[config.mk]
export PLATFORM = sky130hd
export DESIGN_NAME = arm_ram
export DESIGN_NICKNAME = d
export VERILOG_FILES = /design/src/design/arm_ram.sv
export SDC_FILE = /design/constraint.sdc
export NUM_CORES = 1
export LEC_CHECK = 0
export BUFFER_PORTS_ARGS = -buffer_cell sky130_fd_sc_hd__buf_2
export CAP_MARGIN = 40
export CORE_ASPECT_RATIO = 0.6
export CORE_MARGIN = 2
export CORE_UTILIZATION = 51
export CTS_BUF_LIST = sky130_fd_sc_hd__clkbuf_16
export DETAILED_ROUTE_END_ITERATION = 7
export PLACE_DENSITY = 0.68
export SETUP_SLACK_MARGIN = 0.3
export SLEW_MARGIN = 20
export SYNTH_ARGS = -nofsm -noshare
export SYNTH_HDL_FRONTEND = slang
export SYNTH_SLANG_ARGS = --single-unit
[constraint.sdc]
create_clock -name i_clk -period 2.6 [get_ports i_clk]
set_input_delay 0.26 -clock i_clk [delete_from_list [all_inputs] [get_ports i_clk]]
set_output_delay 0.26 -clock i_clk [all_outputs]
set_load 0.01 [all_outputs]
[src/design/arm_ram.sv]
// generic single write port ram with registered read
module arm_ram #(
    parameter int WIDTH = 8,
    parameter int DEPTH = 16
) (
    input  logic                                  i_clk,
    input  logic                                  i_we,
    input  logic [(DEPTH > 1 ? $clog2(DEPTH) : 1)-1:0] i_waddr,
    input  logic [WIDTH-1:0]                      i_wdata,
    input  logic [(DEPTH > 1 ? $clog2(DEPTH) : 1)-1:0] i_raddr,
    output logic [WIDTH-1:0]                      o_rdata
);
    logic [WIDTH-1:0] r_mem [DEPTH];

    always_ff @(posedge i_clk) begin
        if (i_we) begin
            r_mem[i_waddr] <= i_wdata;
        end
        o_rdata <= r_mem[i_raddr];
    end
endmodule

[Yosys cells after proc, flatten, opt, wreduce, memory -nomap -nowiden]
Memories as Yosys holds them, arrays and structs flattened. A register that Yosys moved wholly into a read port is not among the register bits.
Cells that the tools add are included.
Storage, ports and cells
  bits in registers: 0
  latch bits: 0
  memory bits (writable): 128
  memory bits (read-only): 0
  input bits: 18
  logic and storage cells: 3
  memories kept: 1
Memory list
  r_mem: depth 16, width 8, read ports 1, clocked after memory_dff 1, wr ports 1, RTL line 13  | logic [WIDTH-1:0] r_mem [DEPTH];
Cells by class
  $add $sub $neg: 0
  multiply operators: 0
  divide/modulo/power cells: 0
  magnitude comparators: 0
  equality and inequality tests: 0
  shift operators: 0
  muxes and demuxes: 2
  bitwise logic cells: 0
  reduce and logical (&&, ||, !) cells: 0
Operators with widths (number)
  $mux 1: 2

[Logic depth before layout (Yosys ltp)]
  depth after elaboration: 2
  depth in mapped cells: 5
  depth with buffers taken out: 3

[Worst setup path after synthesis]
Ideal clock, no wire load.
  path type: input port to flip-flop
  from: in i_waddr[2] in the netlist's numbering
  to: mem r_mem[0][0], enable pin
  arrival time: 1.370 ns
  path slack: 0.847 ns
  cell stages on the path: 2
  buffers on the path: 0
  cells stage by stage: or3b_2 nor3_1
RTL lines
  from (decl): RTL line 8  | input logic [(DEPTH > 1 ? $clog2(DEPTH) : 1)-1:0] i_waddr,
  to (decl): RTL line 13
No word-level cell before the write port.

[Final worst setup path]
  from: in i_waddr[2] in the netlist's numbering
  to: mem r_mem[1][7], enable pin
No word-level cell before the write port.

==> summary.txt <==
TIMING
--------------------------------------------------------------------------------
Number of endpoints with negative hold slack in the final report ..            0
Max Clock Freq ....................................................   0.6953 GHz
Share of the cycle needed by the critical path after routing ......       0.5532
Final setup TNS ...................................................         0 ps
Least-Margin Pin Slew .............................................     734.8 ps
Slew HR ...........................................................       0.5091
Setup-violating endpoint count in the final report ................            0
Number of pins with negative max-slew slack in the final report ...            0
Unrepaired setup endpoints after global routing ...................           no
Clock tree skew after final layout ................................     7.123 ps
Min Tclk post-route ...............................................      1438 ps

CLOCK TREE
--------------------------------------------------------------------------------
Clock tree from TritonCTS .........................................        built
Clock tree root driver cell .......................................    clkbuf_16
Clk buf depth .....................................................            2
CTS Sinks .........................................................          136
Num CTS Buffers ...................................................           17
Post-CTS sizing ...................................................            0
Clock-pin transition on the worst setup and hold timing paths .....        60 ps
# Post-CTS Setup Buffers ..........................................            0
Number of H-tree levels ...........................................            4
CTS hold repair buffers ...........................................            0
Skew-Pair Late Insertion Delay ....................................       420 ps

FLOORPLANNING
--------------------------------------------------------------------------------
Overall die area ..................................................    10940 µm²
Top-level port count ..............................................           26
Die height ........................................................     81.82 µm
Standard-cell row count ...........................................           28
CORE AREA .........................................................     9844 µm²
Die W .............................................................     133.7 µm
Effective utilization at floorplan ................................       0.5229

PWR
--------------------------------------------------------------------------------
Total power per unit cell area .................................... 821.9 nW/µm²
Leak pwr ..........................................................     2.053 nW
Final total power .................................................     4.994 mW
Max rail drop VDD .................................................  0.0005269 V

FINAL LAYOUT
--------------------------------------------------------------------------------
Nets ..............................................................          298
Antenna cell count ................................................            0
End-of-flow core utilization ......................................       0.6173
Synthesis-to-layout area growth ...................................       18.06%
Non-filler instance count after layout ............................          428
Total of fill cells in the finished design ........................          675
Layout cells sized above 1 ........................................       0.3140
Area of all placed cells without fillers ..........................     6077 µm²

MIN PATH
--------------------------------------------------------------------------------
Critical hold path startpoint .....................................   i_wdata[5]
Tightest Hold Check Type .......................................... input pin to register
Worst-case hold path end point ....................................  r_mem[7][5]
Worst Hold Path Cells .............................................            1

PLACE
--------------------------------------------------------------------------------
DP HPWL ...........................................................     6.204 mm
Placed instance count .............................................          395
Count of port buffers added during placement ......................           25
Routability Congestion ............................................       0.7294
Placement Cell Area ...............................................     5488 µm²

SYNTH
--------------------------------------------------------------------------------
Register area share after synthesis ...............................       0.7778
Synth Net Count ...................................................          247
Avg Synthesized Cell Area .........................................    22.48 µm²
Post-synthesis instance area ......................................     5147 µm²
Cell count after synthesis ........................................          229
Netlist cell types ................................................           19
Yosys synthesis warning count .....................................            0
FF+latch count, synth .............................................          136

GLOBAL ROUTE
--------------------------------------------------------------------------------
Wire length of the first global-routing pass ......................     14.50 mm
Total global routing overflow .....................................            0
Number of antenna violations at the first check in global routing .            0
Largest net degree at the start of global routing .................           33
Number of global-route vias before repair .........................         2351
Global router's overall resource usage ............................       0.1977

STATUS
--------------------------------------------------------------------------------
Result of the run ................................................. complete, no violations

DETAILED ROUTING
--------------------------------------------------------------------------------
1st-iter DRT viols ................................................          152
Total wirelength of the detailed-routed design ....................     9.668 mm
DR DRC count ......................................................            0
Detailed-route vias per instance ..................................        5.659
Post-DR wirelength/cell ...........................................     22.59 µm
Final antenna-violating net count .................................            0
First-pass DRT Iterations .........................................            6
Total via count after detailed routing ............................         2422

CRITICAL PATH
--------------------------------------------------------------------------------
Category of the critical setup timing path ........................ input pin to register
Reg-to-reg startpoint .............................................  r_mem[2][3]
Signal arrival time at the worst endpoint .........................      1560 ps
Maximum net fanout on the critical path ...........................            5
Reg-to-reg slack, setup ...........................................      1200 ps
Reg2Reg Capture Point .............................................   o_rdata[3]
Worst Setup End Kind ..............................................     register
CP required .......................................................      2730 ps
Reg2reg path depth ................................................            3
Critical Path Start Type ..........................................    input pin

RUN
--------------------------------------------------------------------------------
Max-Cap Viols .....................................................            0

-- worst max-delay path by stage --
stage / startpoint / endpoint / slack, ps / cells after the start
CTS: i_waddr[2] / r_mem[1][7] / 1050 / 3
global route: i_waddr[2] / r_mem[1][7] / 1090 / 4
detailed placement: i_waddr[2] / r_mem[1][4] / 640 / 3
floorplan: i_waddr[2] / r_mem[0][0] / 850 / 2
global placement: i_waddr[2] / r_mem[2][3] / 770 / 3
finish: i_waddr[2] / r_mem[1][7] / 1160 / 4
-- worst max-delay path, cell delays in order --
cell and delay, ps:
buf_2 110, or3b_2 510, nor2_1 430, buf_4 250
-- where the power goes --
part | total [mW] | internal, mW | leakage [nW] | switching, mW
clock | 2.30 | 1.41 | 0.265 | 0.895
combinational | 0.225 | 0.0959 | 0.565 | 0.129
sequential | 2.47 | 2.45 | 1.22 | 0.0155
total | 4.99 | 3.96 | 2.05 | 1.04
-- state kept, by name (all words and copies together) (netlist names) --
| name | cells |
|---|---|
| r_mem | 128 |
| o_rdata | 8 |
-- stage by stage --
step / hold slack, ps / setup WS [ps]
2_1_floorplan: 358.9 / 847.1
3_3_place_gp: 648.1 / 768.4
3_5_place_dp: 652.9 / 641.7
4_1_cts: 213.5 / 1049
5_1_grt: 218.4 / 1093
6_report: 220.0 / 1162
-- cell usage in the layout, fill, tap and decap left out, types with 3 or more instances in the layout --
master	count
a22oi_1	16
buf_2	25
buf_4	16
clkbuf_16	17
clkinv_4	3
clkinvlp_4	7
dfxtp_1	8
edfxtp_1	128
mux4_1	14
mux4_2	18
nand2_1	9
nor2_1	13
nor3_1	4
-- area by class of cell --
class | instances | area, µm² | area share
tap | 135 | 168.9 | 0.02779
clock buffer | 17 | 425.4 | 0.07000
multi-input combinational | 83 | 1057 | 0.1740
sequential | 136 | 4004 | 0.6588
timing repair buffer | 42 | 265.3 | 0.04365
clock inverter | 15 | 156.4 | 0.02574
-- routing by layer --
layer | wire, µm | global-route usage | up-vias
met5 | 0 | 0 | -
met1 | 4865 | 0.3013 | 1265
met2 | 4132 | 0.2692 | 65
met3 | 530 | 0.05802 | 15
li1 | - | - | 1077
met4 | 139 | 0.07979 | 0
-- logic make-up after synthesis --
family	share of synthesized area
compound gates	0.02334
buf+inv	0.01677
flops	0.7778
mux	0.1502
simple gates	0.03184
-- cells in the mapped netlist, drive strengths merged --
cell,instances,area share
nor3,4,0.0039
and2b,1,0.0015
buf,7,0.011
clkdlybuf4s25,3,0.0058
nand3,1,0.00097
mux4,32,0.15
a22oi,16,0.023
nand2,9,0.0066
nor2,13,0.0095
nor2b,1,0.0012
nand2b,2,0.0024
dfxtp,8,0.031
edfxtp,128,0.75
or3b,1,0.0017
and2,1,0.0012
nand3b,2,0.0029
Power figures use the tool's default switching activity.
