--- src/design/arm_pkg.sv ---
// shared types and constants of the address region mapper
package arm_pkg;

    localparam int MAX_REGIONS_DEF = 16;
    localparam int PAGE_W          = 48;
    localparam int ENTRY_W         = 2 * PAGE_W + 3 + 32 + 32 + 64;

    localparam logic [1:0] MODE_ANY   = 2'd0;
    localparam logic [1:0] MODE_AT    = 2'd1;
    localparam logic [1:0] MODE_UNMAP = 2'd2;
    localparam logic [1:0] MODE_NONE  = 2'd3;

    localparam logic [1:0] ST_OK       = 2'd0;
    localparam logic [1:0] ST_MISALIGN = 2'd1;
    localparam logic [1:0] ST_RANGE    = 2'd2;
    localparam logic [1:0] ST_NOSPACE  = 2'd3;

    localparam logic [1:0] CFG_BASE  = 2'd0;
    localparam logic [1:0] CFG_PAGES = 2'd1;
    localparam logic [1:0] CFG_SHIFT = 2'd2;

    localparam logic [4:0] SHIFT_RST = 5'd12;

    typedef struct packed {
        logic [PAGE_W-1:0] base;
        logic [PAGE_W-1:0] npages;
        logic [4:0]        shift;
    } t_cfg;

    typedef struct packed {
        logic [1:0]  mode;
        logic [47:0] addr;
        logic [47:0] len;
        logic [2:0]  prot;
        logic [31:0] flags;
        logic [31:0] fd;
        logic [63:0] offset;
    } t_req;

    typedef struct packed {
        logic [PAGE_W-1:0] start;
        logic [PAGE_W-1:0] pages;
        logic [2:0]        prot;
        logic [31:0]       flags;
        logic [31:0]       fd;
        logic [63:0]       offset;
    } t_entry;

    typedef struct packed {
        logic        is_release;
        logic [1:0]  status;
        logic [47:0] mapped_addr;
        logic [47:0] rel_addr;
        logic [47:0] rel_len;
        logic [2:0]  rel_prot;
        logic [31:0] rel_flags;
        logic [31:0] rel_fd;
        logic [63:0] rel_offset;
        logic        last;
    } t_rec;

endpackage

--- src/design/arm_seq.sv ---
// request sequencer: table scans, cut planning and bank copy with insertion
module arm_seq #(
    parameter int MAX_REGIONS = arm_pkg::MAX_REGIONS_DEF,
    localparam int IW = (MAX_REGIONS > 1) ? $clog2(MAX_REGIONS) : 1
) (
    input  logic                  i_clk,
    input  logic                  i_rst_n,
    input  logic                  i_start,
    output logic                  o_busy,
    input  arm_pkg::t_req         i_req,
    input  arm_pkg::t_cfg         i_cfg,
    output logic [IW-1:0]         o_raddr,
    input  arm_pkg::t_entry       i_rdata0,
    input  arm_pkg::t_entry       i_rdata1,
    output logic [1:0]            o_we,
    output logic [IW-1:0]         o_waddr,
    output arm_pkg::t_entry       o_wdata,
    output logic                  o_valid,
    output arm_pkg::t_rec         o_rec
);
    localparam int PW = arm_pkg::PAGE_W;
    localparam int CW = $clog2(MAX_REGIONS + 1);
    localparam int KW = $clog2(MAX_REGIONS + 2);

    typedef enum logic [7:0] {
        S_IDLE = 8'b0000_0001,
        S_PREP = 8'b0000_0010,
        S_CHK  = 8'b0000_0100,
        S_RD   = 8'b0000_1000,
        S_EV   = 8'b0001_0000,
        S_WR   = 8'b0010_0000,
        S_TAIL = 8'b0100_0000,
        S_DONE = 8'b1000_0000
    } t_state;

    t_state          r_state;
    arm_pkg::t_req   r_req;
    arm_pkg::t_entry r_ent;
    logic [PW:0]     r_pages;
    logic [PW-1:0]   r_pga;
    logic            r_mis;
    logic [PW-1:0]   r_a;
    logic [PW:0]     r_e;
    logic [PW:0]     r_cur;
    logic [CW-1:0]   r_i;
    logic [CW-1:0]   r_j;
    logic [CW-1:0]   r_count;
    logic [KW-1:0]   r_kept;
    logic            r_pass2;
    logic            r_ins;
    logic            r_ov;
    logic [2:0]      r_wq;
    logic            r_bank;
    logic            r_valid;
    arm_pkg::t_rec   r_rec;

    function automatic arm_pkg::t_rec status_rec(input logic [1:0] st,
                                                 input logic [47:0] maddr);
        arm_pkg::t_rec rec;
        rec             = '0;
        rec.status      = st;
        rec.mapped_addr = maddr;
        rec.last        = 1'b1;
        return rec;
    endfunction

    logic [PW:0]     wsum;
    logic [PW-1:0]   wend;
    logic [PW-1:0]   pmask;
    logic [PW:0]     e_chk;
    arm_pkg::t_entry ent;
    logic [PW:0]     t_rd;
    logic            ov;
    logic            lo;
    logic            hi;
    logic [PW-1:0]   lim;
    logic            fit;
    logic            fit_end;
    logic [PW-1:0]   rs;
    logic [PW:0]     re;
    logic [PW:0]     rlen;
    logic [PW:0]     t_ent;
    logic [KW-1:0]   need;
    logic [KW-1:0]   keep_add;
    logic [2:0]      wq_ev;
    logic [2:0]      pick;
    arm_pkg::t_entry new_ent;

    always_comb begin
        wsum     = {1'b0, i_cfg.base} + {1'b0, i_cfg.npages};
        wend     = wsum[PW] ? {PW{1'b1}} : wsum[PW-1:0];
        pmask    = (PW'(1) << i_cfg.shift) - PW'(1);
        e_chk    = {1'b0, r_pga} + r_pages;
        ent      = r_bank ? i_rdata1 : i_rdata0;
        t_rd     = {1'b0, ent.start} + {1'b0, ent.pages};
        ov       = !((t_rd <= {1'b0, r_a}) || ({1'b0, ent.start} >= r_e));
        lo       = ent.start < r_a;
        hi       = ov ? (t_rd > r_e) : !lo;
        lim      = (ent.start < wend) ? ent.start : wend;
        fit      = ({1'b0, lim} > r_cur) && (({1'b0, lim} - r_cur) >= r_pages);
        fit_end  = ({1'b0, wend} > r_cur) && (({1'b0, wend} - r_cur) >= r_pages);
        rs       = lo ? r_a : ent.start;
        re       = (t_rd > r_e) ? r_e : t_rd;
        rlen     = re - {1'b0, rs};
        t_ent    = {1'b0, r_ent.start} + {1'b0, r_ent.pages};
        need     = r_kept + KW'(r_req.mode == arm_pkg::MODE_AT);
        keep_add = ov ? (KW'(lo) + KW'(t_rd > r_e)) : KW'(1);
        wq_ev    = {hi, hi & r_ins, lo};
        pick     = r_wq & (~r_wq + 3'd1);
        new_ent.start  = r_a;
        new_ent.pages  = r_pages[PW-1:0];
        new_ent.prot   = r_req.prot;
        new_ent.flags  = r_req.flags;
        new_ent.fd     = r_req.fd;
        new_ent.offset = r_req.offset;
    end

    always_comb begin
        o_raddr = r_i[IW-1:0];
        o_waddr = r_j[IW-1:0];
        o_wdata = r_ent;
        o_we    = 2'b00;
        if (r_state == S_WR && r_wq != 3'b000) begin
            o_we = r_bank ? 2'b01 : 2'b10;
            if (pick[0]) begin
                o_wdata.pages = r_ov ? (r_a - r_ent.start) : r_ent.pages;
            end else if (pick[1]) begin
                o_wdata = new_ent;
            end else begin
                o_wdata.start = r_ov ? r_e[PW-1:0] : r_ent.start;
                o_wdata.pages = r_ov ? PW'(t_ent - r_e) : r_ent.pages;
            end
        end else if (r_state == S_TAIL) begin
            o_we    = r_bank ? 2'b01 : 2'b10;
            o_wdata = new_ent;
        end
    end

    always_ff @(posedge i_clk) begin
        if (!i_rst_n) begin
            r_state <= S_IDLE;
            r_count <= '0;
            r_bank  <= 1'b0;
            r_valid <= 1'b0;
        end else begin
            r_valid <= 1'b0;
            case (r_state)
                S_IDLE: begin
                    if (i_start) begin
                        r_req   <= i_req;
                        r_state <= S_PREP;
                    end
                end
                S_PREP: begin
                    r_pages <= {1'b0, r_req.len >> i_cfg.shift}
                             + (PW+1)'(|(r_req.len & pmask));
                    r_pga   <= r_req.addr >> i_cfg.shift;
                    r_mis   <= |(r_req.addr & pmask);
                    r_state <= S_CHK;
                end
                S_CHK: begin
                    r_i     <= '0;
                    r_j     <= '0;
                    r_kept  <= '0;
                    r_pass2 <= 1'b0;
                    r_cur   <= {1'b0, i_cfg.base};
                    r_a     <= r_pga;
                    r_e     <= e_chk;
                    r_state <= S_IDLE;
                    if (r_req.mode == arm_pkg::MODE_NONE || r_pages == '0) begin
                        r_valid <= 1'b1;
                        r_rec   <= status_rec(arm_pkg::ST_RANGE, '0);
                    end else if (r_req.mode == arm_pkg::MODE_ANY) begin
                        if (r_count >= CW'(MAX_REGIONS)) begin
                            r_valid <= 1'b1;
                            r_rec   <= status_rec(arm_pkg::ST_NOSPACE, '0);
                        end else begin
                            r_state <= S_RD;
                        end
                    end else if (r_mis) begin
                        r_valid <= 1'b1;
                        r_rec   <= status_rec(arm_pkg::ST_MISALIGN, '0);
                    end else if (r_pga < i_cfg.base || e_chk > {1'b0, wend}) begin
                        r_valid <= 1'b1;
                        r_rec   <= status_rec(arm_pkg::ST_RANGE, '0);
                    end else begin
                        r_state <= S_RD;
                    end
                end
                S_RD: begin
                    if (r_i < r_count) begin
                        r_state <= S_EV;
                    end else if (r_pass2) begin
                        r_state <= r_ins ? S_TAIL : S_DONE;
                    end else if (r_req.mode == arm_pkg::MODE_ANY) begin
                        if (fit_end) begin
                            r_a     <= r_cur[PW-1:0];
                            r_e     <= r_cur + r_pages;
                            r_i     <= '0;
                            r_j     <= '0;
                            r_pass2 <= 1'b1;
                            r_ins   <= 1'b1;
                        end else begin
                            r_valid <= 1'b1;
                            r_rec   <= status_rec(arm_pkg::ST_NOSPACE, '0);
                            r_state <= S_IDLE;
                        end
                    end else if (need > KW'(MAX_REGIONS)) begin
                        r_valid <= 1'b1;
                        r_rec   <= status_rec(arm_pkg::ST_NOSPACE, '0);
                        r_state <= S_IDLE;
                    end else begin
                        r_i     <= '0;
                        r_j     <= '0;
                        r_pass2 <= 1'b1;
                        r_ins   <= (r_req.mode != arm_pkg::MODE_UNMAP);
                    end
                end
                S_EV: begin
                    r_ent   <= ent;
                    r_ov    <= ov;
                    r_i     <= r_i + CW'(1);
                    r_state <= S_RD;
                    if (r_pass2) begin
                        r_wq <= wq_ev;
                        if (hi) begin
                            r_ins <= 1'b0;
                        end
                        if (wq_ev != 3'b000) begin
                            r_state <= S_WR;
                        end
                        if (ov) begin
                            r_valid            <= 1'b1;
                            r_rec              <= '0;
                            r_rec.is_release   <= 1'b1;
                            r_rec.rel_addr     <= rs << i_cfg.shift;
                            r_rec.rel_len      <= PW'(rlen) << i_cfg.shift;
                            r_rec.rel_prot     <= ent.prot;
                            r_rec.rel_flags    <= ent.flags;
                            r_rec.rel_fd       <= ent.fd;
                            r_rec.rel_offset   <= ent.offset;
                        end
                    end else if (r_req.mode == arm_pkg::MODE_ANY) begin
                        if (fit) begin
                            r_a     <= r_cur[PW-1:0];
                            r_e     <= r_cur + r_pages;
                            r_i     <= '0;
                            r_j     <= '0;
                            r_pass2 <= 1'b1;
                            r_ins   <= 1'b1;
                        end else if (t_rd > r_cur) begin
                            r_cur <= t_rd;
                        end
                    end else begin
                        r_kept <= r_kept + keep_add;
                    end
                end
                S_WR: begin
                    r_wq <= r_wq & ~pick;
                    r_j  <= r_j + CW'(1);
                    if ((r_wq & ~pick) == 3'b000) begin
                        r_state <= S_RD;
                    end
                end
                S_TAIL: begin
                    r_j     <= r_j + CW'(1);
                    r_state <= S_DONE;
                end
                S_DONE: begin
                    r_bank  <= ~r_bank;
                    r_count <= r_j;
                    r_valid <= 1'b1;
                    r_rec   <= status_rec(arm_pkg::ST_OK,
                               (r_req.mode == arm_pkg::MODE_UNMAP) ? 48'd0
                                                              : (r_a << i_cfg.shift));
                    r_state <= S_IDLE;
                end
                default: begin
                    r_state <= S_IDLE;
                end
            endcase
        end
    end

    assign o_busy  = (r_state != S_IDLE);
    assign o_valid = r_valid;
    assign o_rec   = r_rec;

`ifndef ASSERT_OFF
    a_count_max: assert property (@(posedge i_clk) disable iff (!i_rst_n)
        r_count <= CW'(MAX_REGIONS))
        else $error("region count above table depth");
    a_one_bank: assert property (@(posedge i_clk) disable iff (!i_rst_n)
        o_we != 2'b11)
        else $error("both banks written at once");
    a_wr_idx: assert property (@(posedge i_clk) disable iff (!i_rst_n)
        o_we != 2'b00 |-> r_j < CW'(MAX_REGIONS))
        else $error("write past table depth");
    a_done_status: assert property (@(posedge i_clk) disable iff (!i_rst_n)
        r_state == S_DONE |=> o_valid && o_rec.last && !o_busy)
        else $error("commit without final status");
`endif
endmodule

--- config.mk ---
export PLATFORM = sky130hd
export DESIGN_NAME = arm_seq
export DESIGN_NICKNAME = d
export VERILOG_FILES = /design/src/design/arm_pkg.sv /design/src/design/arm_seq.sv
export SDC_FILE = /design/constraint.sdc
export NUM_CORES = 2
export LEC_CHECK = 0
export BUFFER_PORTS_ARGS = -buffer_cell sky130_fd_sc_hd__buf_2
export CORE_AREA = 4 4 506 508
export DETAILED_ROUTE_END_ITERATION = 12
export DIE_AREA = 0 0 510 512
export GPL_ROUTABILITY_DRIVEN = 0
export SKIP_LAST_GASP = 1
export SLEW_MARGIN = 10
export SYNTH_ARGS = -nofsm -noshare
export SYNTH_HDL_FRONTEND = slang
export SYNTH_SLANG_ARGS = --single-unit
--- constraint.sdc ---
create_clock -name i_clk -period 19.15 [get_ports i_clk]
set_clock_uncertainty 0.15 [all_clocks]
set_input_delay 2.8725 -clock i_clk [delete_from_list [all_inputs] [get_ports i_clk]]
set_output_delay 2.8725 -clock i_clk [all_outputs]
set_load 0.01 [all_outputs]
After elaboration in Yosys (flattened, before gate mapping). Index checks and enable logic that the tools add are counted. W data, S select, Z words.

Shift-type cells: 6. Mux-type cells: 121. Bitwise operators: 8. Reduce and logical (&&, ||, !) cells: 35. $add $sub $neg: 18. Magnitude comparators: 15. Eq/ne operators: 38.

Operators by type and width (number): $mux W279 (12); $pmux W279 S4 (1); $mux W48 (17); $mux W227 (3); $mux W49 (11); $mux W131 (2); $pmux W49 S3 (1); $lt A48 B48 Y1 (3); $pmux W48 S3 (1); $shl A48 B5 Y48 (3); $sub A48 B48 Y48 (3); $add A48 B48 Y49 (2); $ge A49 B49 Y1 (2); $gt A48 B49 Y1 (2); $gt A49 B49 Y1 (2); $pmux W49 S2 (1); $sub A48 B49 Y49 (2); $and A48 B48 Y48 (2); $mux W96 (1); $reduce_or A48 Y1 (2); $shr A48 B5 Y48 (2); $mux W8 (10); $mux W5 (13); $pmux W8 S7 (1); 65 further kinds (142).

Logic and storage cells: 281. Bits of input ports: 787. Output and inout port bits: 518. Register bits after elaboration: 1015.

Logic depth before layout (Yosys ltp).
Word-level depth: 11. Gate-level depth with buffers: 56. Gate-level depth less buffers: 53.

Least setup slack after synthesis. No wires, ideal clock.

Path kind: input to register. Start: in i_cfg[5] (netlist bit). End: reg r_rec, in the netlist o_rec[0] (enable). Library setup time: 0.633 ns. Slack: 2.373 ns. Data required time: 18.367 ns. Arrival time: 15.993 ns. Stages on the path: 42. Path buffers: 2. Path through: ha_1 fa_1 a211oi_1 o21ai_0 o211ai_1 nor4_1 nor3_1 a2111oi_0 o21bai_1 a31oi_1 nand4_1 nand2_1 clkbuf_1 clkbuf_1 nor2_1 inv_1 ha_1 nor2b_1 (+6 left out) a21oi_1 or3_1 a31o_2 a21oi_1 xnor2_1 ha_1 a21o_1 a21o_1 a21o_1 a21o_1 a21o_1 a21o_1 a21oi_1 o31ai_1 o21ai_0 o22ai_1 nor2b_1 o211a_1.

Word-level cells in the longest chain between the ends: 7. Elaborated cells between the ends (all ways): 11. Classes of those cells: 2 x add/sub; 3 x order compare; 2 x eq/ne; 1 x mux; 3 x reduce/logical.

Ends and longest elaborated chain: from (decl) (line arm_seq.sv:11) `input arm_pkg::t_cfg i_cfg,`; $add A48 B48 Y49 * (line arm_seq.sv:90) `wsum = {1'b0, i_cfg.base} + {1'b0, i_cfg.npages};`; $mux W48 * (line arm_seq.sv:91) `wend = wsum[PW] ? {PW{1'b1}} : wsum[PW-1:0];`; $sub A48 B49 Y49 (line arm_seq.sv:101) `fit_end = ({1'b0, wend} > r_cur) && (({1'b0, wend} - r_cur) >= r_pages);`; $ge A49 B49 Y1 (line arm_seq.sv:101); $logic_and A1 B1 Y1 (line arm_seq.sv:101); $ne A3 B3 Y1 (no line); $reduce_and A10 Y1 (no line) *; to (signal assigned) (line arm_seq.sv:172) `r_rec <= status_rec(arm_pkg::ST_RANGE, '0);`; to (signal assigned) (line arm_seq.sv:176) `r_rec <= status_rec(arm_pkg::ST_NOSPACE, '0);`; to (signal assigned) (line arm_seq.sv:182) `r_rec <= status_rec(arm_pkg::ST_MISALIGN, '0);`; to (decl) (line arm_seq.sv:55) `arm_pkg::t_rec r_rec;`.

Mark *: on every way between the ends. The rest lies on a longest branch, timed or not. A chain may end at the register's enable or synchronous reset.

Final worst setup path.
Start: in i_cfg[53] (netlist bit). End: reg r_e[7] (enable).

Word-level cells in the longest chain between the ends: 9. Elaborated cells between the ends (all ways): 15. Classes of those cells: 3 x add/sub; 5 x order compare; 2 x eq/ne; 2 x mux; 3 x reduce/logical.

Ends and longest elaborated chain: $add A48 B48 Y49 * (line arm_seq.sv:90); $mux W48 * (line arm_seq.sv:91); $lt A48 B48 Y1 (line arm_seq.sv:99) `lim = (ent.start < wend) ? ent.start : wend;`; $mux W48 (line arm_seq.sv:99); $sub A48 B49 Y49 (line arm_seq.sv:100) `fit = ({1'b0, lim} > r_cur) && (({1'b0, lim} - r_cur) >= r_pages);`; $ge A49 B49 Y1 (line arm_seq.sv:100); $logic_and A1 B1 Y1 (line arm_seq.sv:100); $ne A2 B2 Y1 (no line); $reduce_and A9 Y1 (no line) *; to (signal assigned) (line arm_seq.sv:168) `r_e <= e_chk;`; to (signal assigned) (line arm_seq.sv:198) `r_e <= r_cur + r_pages;`; to (signal assigned) (line arm_seq.sv:246) `r_e <= r_cur + r_pages;`; to (decl) (line arm_seq.sv:43) `logic [PW:0] r_e;`.

Marks and branches as above.

==> results.sh <==
export IMPL_hold_class="reg -> reg"
export IMPL_drtIter0Drc=16500
export IMPL_fin_tns_setup_ns=0
export IMPL_syn2layout_area_growth_pct=16.4
export IMPL_clkSinkCount=1015
export IMPL_cts_max_level=3
export IMPL_syn_area_um2=93700
export IMPL_cts_buffer_depth=3
export IMPL_die_area_um2=261000
export IMPL_max_freq_mhz=58.8
export IMPL_yosys_cell_types_count=103
export IMPL_post_cts_resized=0
export IMPL_wl_met3_um=72000
export IMPL_multiInputGateArea_um2=59100
export IMPL_core_um2=251000
export IMPL_drtPass1Iterations=13
export IMPL_maxCapViolations=2
export IMPL_pwr_share_comb_pct=35.6
export IMPL_antenna_found_initial=174
export IMPL_syn_inst=9880
export IMPL_yosysTopAreaCell="edfxtp_1"
export IMPL_yosysMostFrequentCell="edfxtp_1"
export IMPL_synth_edf_count=1000
export IMPL_yosys_warnings=0
export IMPL_dp_final_hpwl_um=432000
export IMPL_syn_area_per_cell_um2=9.48
export IMPL_post_cts_buffers=0
export IMPL_overflow=0
export IMPL_end_kind="register"
export IMPL_setup_viol=0
export IMPL_rows=184
export IMPL_grt_pass1_wl_um=715000
export IMPL_path_clk_slew_ns=0.07
export IMPL_routed_via_density=6.52
export IMPL_ys_seq_area_share_pct=32.4
export IMPL_dr_wl_met2_um=226000
export IMPL_port_buffers=1304
export IMPL_yosysTopAreaCellShare_pct=32.1
export IMPL_vias=95700
export IMPL_drv_slew=11
export IMPL_synth_seq_cells=1015
export IMPL_powerDensity_nw_per_um2=70.7
export IMPL_clkPwrFrac_pct=32.0
export IMPL_ys_top_cells_by_area="edfxtp_1 (32%), ha_1 (12%), mux2_2 (5.1%), mux4_2 (4.7%), a21oi_1 (4.6%)"
export IMPL_wl_per_cell_um=36.6
export IMPL_topRoutingLayerUsed="met5"
export IMPL_period_minus_slack_ns=17.01
export IMPL_seqPwrFrac_pct=32.5
export IMPL_hold_buffers=0
export IMPL_ir_worst_vdd_v=0.0000809
export IMPL_worst_slew_pin_slew_ns=1.52
export IMPL_max_stage_delay_ns=1.03
export IMPL_p_int_mw=4.84
export IMPL_drive_gt1_share_pct=21.8
export IMPL_io_pins=1305
export IMPL_tritoncts="yes"
export IMPL_arrival_ns=17.35
export IMPL_synth_common_cells="edfxtp_1 (1,000), ha_1 (925), a21oi_1 (867)"
export IMPL_synth_fp_nets=11600
export IMPL_hold_slack_ns=0.356
export IMPL_p_leak_nw=46.6
export IMPL_drtAntennaViolNets=0
export IMPL_wl_met1_um=174000
export IMPL_insertion_delay_ns=0.85
export IMPL_nFillCells=24400
export IMPL_cp_max_fo=49
export IMPL_power_switching_share_pct=37.2
export IMPL_relSlewSlack_pct=-1.63
export IMPL_grt_pass1_vias=88200
export IMPL_critPathMostFrequentCell="buf_4"
export IMPL_ys_flop_type="edfxtp_1"
export IMPL_p_sw_mw=2.87
export IMPL_cp_start_kind="input pin"
export IMPL_cp_data_required_time_ns=19.49
export IMPL_root_buffer="clkbuf_16"
export IMPL_critPathKind="in -> reg"
export IMPL_nets=12800
export IMPL_violations="DRC, capacitance limit, slew limit"
export IMPL_initial_core_util_pct=37.3
export IMPL_wl_um=537000
export IMPL_grtUsageTotal_pct=39.1
export IMPL_fin_crit_sh_pct=88.8
export IMPL_die_h_um=512
export IMPL_async_flop_share_pct=0
export IMPL_status="finished with violations"
export IMPL_hold_viol=0
export IMPL_cts_buffers=120
export IMPL_drc_errors=1
export IMPL_grt_start_max_net_pins=134
export IMPL_crit_slowest_cell="nor4_1"
export IMPL_die_x_um=510
export IMPL_rsz0062_at_grt="false"
export IMPL_final_seq_area_um2=30300
==> sequential cells by signal, summed over array words and instances (netlist names), 3 cells and up <==
| name | flops |
|---|---|
| r_count | 5 |
| r_e | 49 |
| r_pga | 48 |
| r_ent | 227 |
| r_j | 5 |
| r_req | 98 |
| new_ent | 131 |
| o_rec | 279 |
| r_wq | 3 |
| r_kept | 5 |
| r_i | 5 |
| r_a | 48 |
| r_pages | 49 |
| r_state | 8 |
| r_cur | 49 |
==> worst max-delay path: cells and delay by family <==
kind | cells | cell delay (ns)
AOI/OAI and AO/OA | 23 | 5.47
and+or+nand+nor | 14 | 4.49
buffers and inverters | 8 | 2.43
adders and majority gates | 5 | 1.37
muxes | 1 | 0.39
xor gates and xnor gates | 1 | 0.17
==> placed cells by master (no fill, tap or decap), drive strengths merged, types with 29 or more instances in the layout <==
cell type,netlist,routed
a211oi,118,118
a21boi,29,29
a21o,401,401
a21oi,867,867
a221oi,70,70
a22o,53,53
a22oi,36,36
a31oi,86,86
and2,204,204
and3,68,68
buf,118,1528
clkbuf,351,133
clkinv,5,50
diode,0,176
edfxtp,1000,1000
fa,56,56
ha,925,925
inv,664,676
mux2,422,422
mux2i,294,294
mux4,196,196
nand2,808,808
nand2b,101,101
nand3,150,150
nand4,163,163
nor2,683,683
nor2b,88,88
nor3,140,140
nor4,51,51
o211ai,61,61
o21a,95,95
o21ai,534,534
o21bai,59,59
o22ai,85,85
o31ai,44,44
or2,29,29
or3,46,46
xnor2,281,281
xor2,140,140
==> stage by stage <==
step                total power, mW  cells  setup slack (ns)  area [um^2]  utilization, %
floorplan                      4.23   9880              2.37        93700               -
global placement               5.08  14300              1.86       104000            41.6
CTS                            7.58  14500              2.67       109000            43.2
finish                         7.71  14700              2.14       109000            43.4
global route                   7.95  14600              1.55       109000            43.3
detailed placement             5.13  14300              1.90       104000            41.6
==> kinds of logic (layout without fill, tap and decap cells) <==
| family | after synthesis | in the layout | share of synthesized area, % |
|---|---|---|---|
| AO/OA/AOI/OAI | 2811 | 2811 | 19.2 |
| XOR/XNOR | 421 | 421 | 3.94 |
| adder cells (fa/ha/maj) | 982 | 982 | 13.6 |
| buffers and inverters | 1138 | 2415 | 4.74 |
| flip-flops | 1015 | 1015 | 32.4 |
| multiplexers | 912 | 912 | 13.0 |
| other | 0 | 176 | 0 |
| AND/OR/NAND/NOR | 2601 | 2601 | 13.2 |
==> final cells by class <==
| cell class | instances | area share (%) |
|---|---|---|
| multi-input cells | 7727 | 54.2 |
| flip-flops and latches | 1015 | 27.8 |
| repair buffers | 1528 | 7.64 |
| well taps | 3348 | 3.84 |
| clock buffers | 133 | 2.80 |
| inverters | 669 | 2.32 |
| clock inverters | 85 | 0.929 |
| diodes | 176 | 0.404 |
==> metal layers <==
metal,vias to the layer above,track usage (%)
li1,39600,-
met1,45400,43.8
met2,8207,58.1
met3,2358,13.6
met4,122,35.9
met5,-,0.0185
==> power groups by stage <==
stage,sequential (mW),clock (mW),combinational (mW)
after detailed placement,2.55,0,2.59
final,2.50,2.46,2.74
after CTS,2.50,2.47,2.61
after global placement,2.55,0,2.54
after global routing,2.50,2.57,2.88
after floorplan,2.54,0,1.69
==> worst paths after layout <==
kind / cells after the start / from / slack, ns / to
setup / recovery: 52 / i_cfg[53] / 2.14 / r_e[7]
hold / removal: 2 / r_count[1] / 0.36 / r_count[1]
setup reg to reg: 38 / r_bank / 4.59 / o_rec[179]
hold reg to reg: 2 / r_count[1] / 0.36 / r_count[1]
(Power assumes the default switching activity.)
